===== src/rtl/core/xxh_pkg.sv =====
// ----------------------------------------------------------------------------
// xxh_pkg : shared types and constants of the 32-bit xxHash stream hasher
// The five hash primes, the rotate helper and the request structures that
// pass between the sequencer, the shared multiplier and the block buffer.
// ----------------------------------------------------------------------------
package xxh_pkg;

  localparam logic [31:0] PRIME1 = 32'h9e37_79b1;
  localparam logic [31:0] PRIME2 = 32'h85eb_ca77;
  localparam logic [31:0] PRIME3 = 32'hc2b2_ae3d;
  localparam logic [31:0] PRIME4 = 32'h27d4_eb2f;
  localparam logic [31:0] PRIME5 = 32'h1656_67b1;

  // Multiply request: the product register loads only when en is high.
  typedef struct packed {
    logic        en;
    logic [31:0] a;
    logic [31:0] b;
  } xxh_mreq_t;

  // Byte write into the block buffer, which is held as four 32-bit words.
  typedef struct packed {
    logic       en;
    logic [1:0] word;
    logic [1:0] lane;
    logic [7:0] data;
  } xxh_bwr_t;

  // Left rotate by a constant amount between 1 and 31.
  function automatic logic [31:0] rotl32(input logic [31:0] x, input int unsigned n);
    rotl32 = (x << n) | (x >> (32 - n));
  endfunction

endpackage


===== src/rtl/core/xxhash32_stream_hasher_top.sv =====
// ----------------------------------------------------------------------------
// xxhash32_stream_hasher_top : 32-bit xxHash of a byte stream
// A byte that does not complete a block is simply stored; the byte that
//   completes a 16-byte block starts a compression of 4 lanes x 5 steps.
// A last transaction adds the finalisation: the lane sum when 16 bytes or
//   more were seen, a round per tail word and per tail byte, the avalanche.
// The single shared multiplier, used twice per round, sets the pace.
// Reset (synchronous, active high) clears the seed to zero and starts a new
//   message; the result channel comes out of reset empty.
// ----------------------------------------------------------------------------
module xxhash32_stream_hasher_top
  import xxh_pkg::*;
(
  input  logic        clk,
  input  logic        rst,
  // Input channel: at most one message byte per transaction.
  input  logic        in_valid,
  output logic        in_stall,
  input  logic [7:0]  data_byte,
  input  logic        has_byte,
  input  logic        last,
  // Result channel: one digest per message.
  output logic        out_valid,
  input  logic        out_stall,
  output logic [31:0] hash_value,
  // Configuration port.
  input  logic        psel,
  input  logic        penable,
  input  logic        pwrite,
  input  logic [1:0]  paddr,
  input  logic [31:0] pwdata,
  output logic [31:0] prdata,
  output logic        pready
);

  // The sequencer walks through these steps. Each hash round is split into
  // five: fetch the word, multiply it by a prime, add it into the
  // accumulator, multiply the rotated accumulator, write back.
  typedef enum logic [4:0] {
    S_IDLE,
    S_CRD, S_CM1, S_CADD, S_CM2, S_CWB,
    S_FINIT, S_FSUM, S_FLEN,
    S_TRD, S_TM1, S_TADD, S_TM2, S_TWB,
    S_AV1, S_AV2, S_AV3, S_AV4, S_AV5
  } state_t;

  localparam logic [1:0] REG_SEED = 2'd0;

  state_t      state;
  logic [31:0] seed;
  logic [31:0] lanes [4];
  logic [1:0]  lane_idx;
  logic [31:0] h;
  logic [3:0]  fill;
  logic [3:0]  pos;
  logic [3:0]  left;
  logic [31:0] msg_len;
  logic        long_msg;
  logic        pend_last;

  logic        in_acc;
  logic        cfg_wr;
  logic        out_free;
  logic        tail_word;
  logic [3:0]  tail_step;
  logic [3:0]  left_next;
  logic [31:0] msg_len_next;
  logic [31:0] lane_rot;
  logic [7:0]  tail_byte;

  xxh_mreq_t   mreq;
  logic [31:0] prod;
  xxh_bwr_t    bwr;
  logic [1:0]  raddr;
  logic [31:0] rdata;

  xxh_mul u_mul (
    .clk  (clk),
    .req  (mreq),
    .prod (prod)
  );

  xxh_buf u_buf (
    .clk   (clk),
    .wr    (bwr),
    .raddr (raddr),
    .rdata (rdata)
  );

  // --------------------------------------------------------------------------
  // Handshakes. Input is only taken while the sequencer rests; a finished
  // digest sits in the output register and does not hold up new bytes.
  // --------------------------------------------------------------------------
  assign in_stall  = (state != S_IDLE);
  assign in_acc    = in_valid && !in_stall;
  assign cfg_wr    = psel && penable && pwrite && pready && (paddr == REG_SEED);
  assign out_free  = !out_valid || !out_stall;
  assign pready    = 1'b1;
  assign prdata    = (paddr == REG_SEED) ? seed : 32'd0;

  assign msg_len_next = msg_len + 32'd1;

  // Tail handling consumes whole words while four or more bytes remain,
  // then single bytes.
  assign tail_word = (left[3:2] != 2'b00);
  assign tail_step = tail_word ? 4'd4 : 4'd1;
  assign left_next = left - tail_step;
  assign tail_byte = rdata[{pos[1:0], 3'b000} +: 8];

  // Lane rotations for the convergence sum of a long message.
  always_comb begin
    unique case (lane_idx)
      2'd0:    lane_rot = rotl32(lanes[0], 1);
      2'd1:    lane_rot = rotl32(lanes[1], 7);
      2'd2:    lane_rot = rotl32(lanes[2], 12);
      default: lane_rot = rotl32(lanes[3], 18);
    endcase
  end

  // Byte write: the incoming byte lands at the current fill position.
  always_comb begin
    bwr.en   = in_acc && has_byte;
    bwr.word = fill[3:2];
    bwr.lane = fill[1:0];
    bwr.data = data_byte;
  end

  // Buffer read address: the lane word during compression, the tail word
  // that holds the next byte or word during finalisation.
  assign raddr = (state == S_CRD) ? lane_idx : pos[3:2];

  // Operand selection for the shared multiplier.
  always_comb begin
    mreq.en = 1'b0;
    mreq.a  = h;
    mreq.b  = PRIME3;
    unique case (state)
      S_CM1: begin
        mreq.en = 1'b1;
        mreq.a  = rdata;
        mreq.b  = PRIME2;
      end
      S_CM2: begin
        mreq.en = 1'b1;
        mreq.a  = rotl32(lanes[lane_idx], 13);
        mreq.b  = PRIME1;
      end
      S_TM1: begin
        mreq.en = 1'b1;
        mreq.a  = tail_word ? rdata : {24'd0, tail_byte};
        mreq.b  = tail_word ? PRIME3 : PRIME5;
      end
      S_TM2: begin
        mreq.en = 1'b1;
        mreq.a  = tail_word ? rotl32(h, 17) : rotl32(h, 11);
        mreq.b  = tail_word ? PRIME4 : PRIME1;
      end
      S_AV2: begin
        mreq.en = 1'b1;
        mreq.b  = PRIME2;
      end
      S_AV4: begin
        mreq.en = 1'b1;
      end
      default: begin
        mreq.en = 1'b0;
      end
    endcase
  end

  // --------------------------------------------------------------------------
  // Sequencer, message state and output register.
  // --------------------------------------------------------------------------
  always_ff @(posedge clk) begin
    if (rst) begin
      state     <= S_IDLE;
      seed      <= 32'd0;
      lanes[0]  <= PRIME1 + PRIME2;
      lanes[1]  <= PRIME2;
      lanes[2]  <= 32'd0;
      lanes[3]  <= 32'd0 - PRIME1;
      lane_idx  <= 2'd0;
      fill      <= 4'd0;
      pos       <= 4'd0;
      left      <= 4'd0;
      msg_len   <= 32'd0;
      long_msg  <= 1'b0;
      pend_last <= 1'b0;
      out_valid <= 1'b0;
    end else begin
      // The final step reloads the output register itself when it is free.
      if (out_valid && !out_stall && (cfg_wr || state != S_AV5)) begin
        out_valid <= 1'b0;
      end

      if (cfg_wr) begin
        // A new seed abandons any message in progress.
        seed     <= pwdata;
        lanes[0] <= pwdata + PRIME1 + PRIME2;
        lanes[1] <= pwdata + PRIME2;
        lanes[2] <= pwdata;
        lanes[3] <= pwdata - PRIME1;
        fill     <= 4'd0;
        msg_len  <= 32'd0;
        long_msg <= 1'b0;
        state    <= S_IDLE;
      end else begin
        unique case (state)
          S_IDLE: begin
            if (in_acc) begin
              if (has_byte) begin
                fill    <= fill + 4'd1;
                msg_len <= msg_len_next;
                if (msg_len_next == 32'd16) begin
                  long_msg <= 1'b1;
                end
              end
              pend_last <= last;
              lane_idx  <= 2'd0;
              if (has_byte && fill == 4'd15) begin
                state <= S_CRD;
              end else if (last) begin
                state <= S_FINIT;
              end
            end
          end

          S_CRD:  state <= S_CM1;
          S_CM1:  state <= S_CADD;
          S_CADD: begin
            lanes[lane_idx] <= lanes[lane_idx] + prod;
            state           <= S_CM2;
          end
          S_CM2:  state <= S_CWB;
          S_CWB: begin
            lanes[lane_idx] <= prod;
            lane_idx        <= lane_idx + 2'd1;
            if (lane_idx != 2'd3) begin
              state <= S_CRD;
            end else if (pend_last) begin
              state <= S_FINIT;
            end else begin
              state <= S_IDLE;
            end
          end

          S_FINIT: begin
            h        <= long_msg ? 32'd0 : seed + PRIME5;
            lane_idx <= 2'd0;
            left     <= fill;
            pos      <= 4'd0;
            state    <= long_msg ? S_FSUM : S_FLEN;
          end
          S_FSUM: begin
            h        <= h + lane_rot;
            lane_idx <= lane_idx + 2'd1;
            if (lane_idx == 2'd3) begin
              state <= S_FLEN;
            end
          end
          S_FLEN: begin
            h     <= h + msg_len;
            state <= (left != 4'd0) ? S_TRD : S_AV1;
          end

          S_TRD:  state <= S_TM1;
          S_TM1:  state <= S_TADD;
          S_TADD: begin
            h     <= h + prod;
            state <= S_TM2;
          end
          S_TM2:  state <= S_TWB;
          S_TWB: begin
            h     <= prod;
            pos   <= pos + tail_step;
            left  <= left_next;
            state <= (left_next != 4'd0) ? S_TRD : S_AV1;
          end

          S_AV1: begin
            h     <= h ^ (h >> 15);
            state <= S_AV2;
          end
          S_AV2:  state <= S_AV3;
          S_AV3: begin
            h     <= prod ^ (prod >> 13);
            state <= S_AV4;
          end
          S_AV4:  state <= S_AV5;
          S_AV5: begin
            // Wait here until the output register is free; the product
            // register holds meanwhile.
            if (out_free) begin
              hash_value <= prod ^ (prod >> 16);
              out_valid  <= 1'b1;
              lanes[0]   <= seed + PRIME1 + PRIME2;
              lanes[1]   <= seed + PRIME2;
              lanes[2]   <= seed;
              lanes[3]   <= seed - PRIME1;
              fill       <= 4'd0;
              msg_len    <= 32'd0;
              long_msg   <= 1'b0;
              state      <= S_IDLE;
            end
          end

          default: state <= S_IDLE;
        endcase
      end
    end
  end

  // --------------------------------------------------------------------------
  // Assertions
  // --------------------------------------------------------------------------

  // The byte that fills the buffer must start a block compression.
  assert property (@(posedge clk) disable iff (rst)
    (in_acc && has_byte && fill == 4'd15 && !cfg_wr) |=> (state == S_CRD))
    else $error("full block did not start compression");

  // After the last lane of a block the buffer is empty again.
  assert property (@(posedge clk) disable iff (rst)
    (state == S_CWB && lane_idx == 2'd3 && !cfg_wr) |=> (fill == 4'd0))
    else $error("block buffer not empty after compression");

  // Tail bookkeeping: consumed plus remaining bytes always equal the fill.
  assert property (@(posedge clk) disable iff (rst)
    (state == S_TRD || state == S_TM1 || state == S_TADD ||
     state == S_TM2 || state == S_TWB) |-> (4'(pos + left) == fill))
    else $error("tail position and count disagree with fill");

  // A digest appears only from the last avalanche step.
  assert property (@(posedge clk) disable iff (rst)
    $rose(out_valid) |-> $past(state == S_AV5))
    else $error("result produced outside the final step");

endmodule


===== src/rtl/core/xxh_mul.sv =====
// ----------------------------------------------------------------------------
// xxh_mul : shared 32 x 32 multiplier
// Keeps the low 32 bits of the product in a register, loaded on request.
// ----------------------------------------------------------------------------
module xxh_mul
  import xxh_pkg::*;
(
  input  logic        clk,
  input  xxh_mreq_t   req,
  output logic [31:0] prod
);

  always_ff @(posedge clk) begin
    if (req.en) begin
      prod <= req.a * req.b;
    end
  end

endmodule


===== src/rtl/core/xxh_buf.sv =====
// ----------------------------------------------------------------------------
// xxh_buf : 16-byte block buffer
// Four little-endian words with byte-wide writes and a registered word read.
// ----------------------------------------------------------------------------
module xxh_buf
  import xxh_pkg::*;
(
  input  logic        clk,
  input  xxh_bwr_t    wr,
  input  logic [1:0]  raddr,
  output logic [31:0] rdata
);

  logic [31:0] mem [4];

  always_ff @(posedge clk) begin
    if (wr.en) begin
      mem[wr.word][{wr.lane, 3'b000} +: 8] <= wr.data;
    end
    rdata <= mem[raddr];
  end

endmodule


===== config.mk =====
export PLATFORM = sky130hd
export DESIGN_NAME = xxhash32_stream_hasher_top
export DESIGN_NICKNAME = d
export VERILOG_FILES = /design/src/rtl/core/xxh_pkg.sv /design/src/rtl/core/xxhash32_stream_hasher_top.sv /design/src/rtl/core/xxh_mul.sv /design/src/rtl/core/xxh_buf.sv
export SDC_FILE = /design/constraint.sdc
export NUM_CORES = 2
export LEC_CHECK = 0
export BUFFER_PORTS_ARGS = -buffer_cell sky130_fd_sc_hd__buf_2
export CAP_MARGIN = 30
export CORE_MARGIN = 5
export CORE_UTILIZATION = 24
export DETAILED_ROUTE_END_ITERATION = 8
export PLACE_DENSITY = 0.41
export SYNTH_ARGS = -nofsm -noshare
export SYNTH_HDL_FRONTEND = slang
export SYNTH_HIERARCHICAL = 1
export SYNTH_SLANG_ARGS = --single-unit

===== constraint.sdc =====
create_clock -name clk -period 8.45 [get_ports clk]
set_clock_uncertainty 0.1 [all_clocks]
set_input_delay 0.4225 -clock clk [delete_from_list [all_inputs] [get_ports clk]]
set_output_delay 0.4225 -clock clk [all_outputs]
set_load 0.02 [all_outputs]

==> flow_summary.json <==
{
  "status": "complete, but fails checks",
  "violations": "DRC",
  "ios": 118,
  "synth_top_family_by_area": "adder cells",
  "grt_pass1_vias": 40000,
  "required_ns": 8.77,
  "muxShareOfSynthArea_pct": 4.65,
  "tightest_slew_ns": 0.998,
  "synthAdderAreaFrac_pct": 23.0,
  "r2r-end": "u_mul/prod[28]$_DFFE_PP_",
  "syn_avg_cell_area_um2": 9.46,
  "min_to": "seed[11]$_SDFFE_PP0P_",
  "synth_cell_types": 113,
  "dr.pass1.iters": 9,
  "yosys_warnings": 6,
  "fmax_mhz": 119,
  "period_share_pct": 99.4,
  "synthesis.area_mm2": 0.0473,
  "synthSimpleGateAreaFrac_pct": 16.3,
  "fin_nets": 5935,
  "portBuffers": 116,
  "areaGrowthSynthToFinish_pct": 19.5,
  "synth-compound-area-share_pct": 15.5,
  "async_reset_ff_share_pct": 0,
  "clock_sinks": 472,
  "instances_no_fill": 7948,
  "htree_levels": 2,
  "die_h_um": 454,
  "grt_max_degree": 59,
  "critPathLaunchType": "register",
  "routabilityCongestion": 0.968,
  "vias": 40100,
  "core_area_mm2": 0.197,
  "maxSlewViolCount": 0,
  "drive_gt1_share_pct": 17.3,
  "worstPathMaxFanout": 7,
  "fin_crit_ns": 8.40,
  "reg2reg_depth": 26,
  "maxCapViolCount": 0,
  "synth_edf_count": 352,
  "clk_pin_slew_ns": 0.08,
  "grt_use_total_pct": 19.3,
  "vias_per_cell": 5.04,
  "wire_per_inst_um": 26.0,
  "hold-path-cell-count": 3,
  "dieArea_mm2": 0.206,
  "min-delay-start": "pwdata[11]",
  "die-width_um": 454,
  "antenna_found_initial": 8,
  "drtAntennaViolNets": 0,
  "synth_sequential_area_ratio_pct": 27.4,
  "rsz0062_at_grt": "yes",
  "rows": 163,
  "setup.worst_path.end_class": "register",
  "initial_utilization_pct": 24.1,
  "finalSetupTns_ns": 0,
  "hpwlAfterDp_um": 159000,
  "drc_errors": 14,
  "drt_iter0_drc": 4328,
  "r2r_setup_slack_ns": 0.05,
  "finalHoldWorstSlack_ns": 0.0588,
  "gr-total-overflow": 0,
  "postRouteWirelength_um": 207000,
  "crit_type": "register to register",
  "clock_latency_ns": 0.69,
  "clockBufferDepth": 3,
  "setup_viol": 0,
  "numCtsBuffers": 55,
  "fin_ws_ns": 0.0490,
  "cts_tree": "yes",
  "pre_cts_slack_ns": -0.131,
  "synthFlopType": "edfxtp_1",
  "dp_cells": 7751,
  "root_buffer": "clkbuf_16",
  "slew_headroom_pct": 33.2,
  "hold_class": "input port to register",
  "hold_violations": 0,
  "syn_inst": 5003,
  "synth-xor-area-share_pct": 6.31,
  "grt_pass1_wl_um": 293000,
  "ys_ff_latch": 472,
  "worstPathArrival_ns": 8.72
}
==> placed cells by master, fill, tap and decap left out, types with 29 or more instances in the layout <==
| master | instances |
|---|---|
| nand2_1 | 470 |
| fa_2 | 37 |
| nand3_1 | 77 |
| and2_1 | 417 |
| nor2_1 | 214 |
| o22ai_1 | 37 |
| a222oi_1 | 74 |
| dfxtp_1 | 118 |
| mux2i_1 | 51 |
| inv_2 | 42 |
| a22oi_1 | 88 |
| o21ai_0 | 248 |
| mux4_2 | 70 |
| fa_1 | 373 |
| buf_4 | 312 |
| nor3_1 | 58 |
| buf_12 | 44 |
| inv_1 | 431 |
| edfxtp_1 | 352 |
| a31oi_1 | 32 |
| dlygate4sd3_1 | 31 |
| xnor2_1 | 192 |
| a21o_1 | 48 |
| and3_1 | 58 |
| ha_4 | 29 |
| a21oi_1 | 280 |
| clkbuf_16 | 64 |
| ha_1 | 177 |
| o211ai_1 | 38 |
| buf_2 | 119 |
| xor2_1 | 148 |
==> how the worst max path moves through the flow <==
stage,startpoint,end
floorplan,register,u_mul/prod[28]$_DFFE_PP_
global placement,register,u_mul/prod[28]$_DFFE_PP_
detailed placement,left[2]$_SDFFE_PP0P_,u_mul/prod[26]$_DFFE_PP_
CTS,register,u_mul/prod[26]$_DFFE_PP_
global route,register,u_mul/prod[30]$_DFFE_PP_
finish,register,u_mul/prod[28]$_DFFE_PP_
==> worst max-delay path: stages, from the launching register on <==
cell      delay (ns)
dfxtp_4         0.41
buf_12          0.12
buf_16          0.12
mux4_2          0.57
a222oi_1        0.55
o21ai_4         0.26
and2_4          0.25
fa_1            0.47
fa_1            0.52
inv_2           0.04
fa_1            0.49
inv_1           0.05
fa_1            0.49
inv_2           0.04
fa_2            0.62
inv_2           0.05
fa_1            0.46
fa_1            0.55
inv_2           0.05
fa_1            0.50
inv_2           0.06
ha_4            0.21
a21o_1          0.18
or2_4           0.23
o221a_4         0.26
o41ai_4         0.34
xnor2_1         0.11
==> flip-flops by register name (all words and copies together), names as in the netlist, named ones only <==
| name | cells |
|---|---|
| h | 32 |
| lanes | 128 |
| out_valid | 1 |
| u_mul/prod | 32 |
| pos | 4 |
| msg_len | 32 |
| lane_idx | 2 |
| long_msg | 1 |
| left | 4 |
| pend_last | 1 |
| state | 5 |
| u_buf/rdata | 32 |
| hash_value | 32 |
| fill | 4 |
| seed | 32 |
| u_buf/mem | 128 |
==> kinds of logic after synthesis <==
group,count (synthesis)
simple gates,1511
compound gates,1107
buf+inv,820
fa+ha+maj,624
flops,472
xor+xnor,341
mux,127
other cells,1
==> repair_timing <==
item,4_1_cts,5_1_grt
setup endpoints to repair,9,14
endpoints found under the hold margin,31,0
pin swaps,19,188
gates cloned,1,11
hold buffers,31,0
buffers inserted,2,49
gates resized for setup,16,187
==> stage by stage <==
step	instance area, um2	util (%)
after floorplan	47400	-
after global placement	52800	26.9
after detailed placement	52900	26.9
after CTS	55200	28.0
after global routing	56600	28.8
final	56600	28.8
==> routing by layer <==
| metal | up-vias | GRT usage, % | part of all wire, % |
|---|---|---|---|
| met5 | - | 0 | 0.0044 |
| met4 | 2 | 6.13 | 3.6 |
| met3 | 293 | 2.48 | 6.1 |
| met2 | 1519 | 31.8 | 47 |
| met1 | 20400 | 26.2 | 43 |
| li1 | 17900 | - | - |
==> cell type report <==
cell class	count	area (um2)
fillers	20800	140000
multi-input cells	3727	32100
flip-flops and latches	472	13000
repair buffers	530	4540
well taps	2640	3300
inverters	474	1780
clock buffers	72	1500
clock inverters	32	347
diodes	1	2.50
==> Yosys cell counts (37+ instances only) <==
master,n,area (um2)
nor2_1,224,841
o211ai_1,38,285
nand3_1,79,395
nand2_1,480,1800
and3_1,60,375
ha_1,214,2680
a22oi_1,88,661
nor3_1,60,300
inv_1,472,1770
mux2i_1,51,510
dfxtp_1,120,2400
xor2_1,148,1300
o21ai_0,271,1360
clkbuf_1,275,1030
mux4_2,70,1580
fa_1,410,8210
a21oi_1,287,1440
a21o_1,48,360
and2_1,433,2710
a222oi_1,74,741
edfxtp_1,352,10600
o22ai_1,37,231
xnor2_1,193,1690
Power is not shown: default switching activity piles up to over one toggle a cycle in this logic, so the estimate is an artifact.
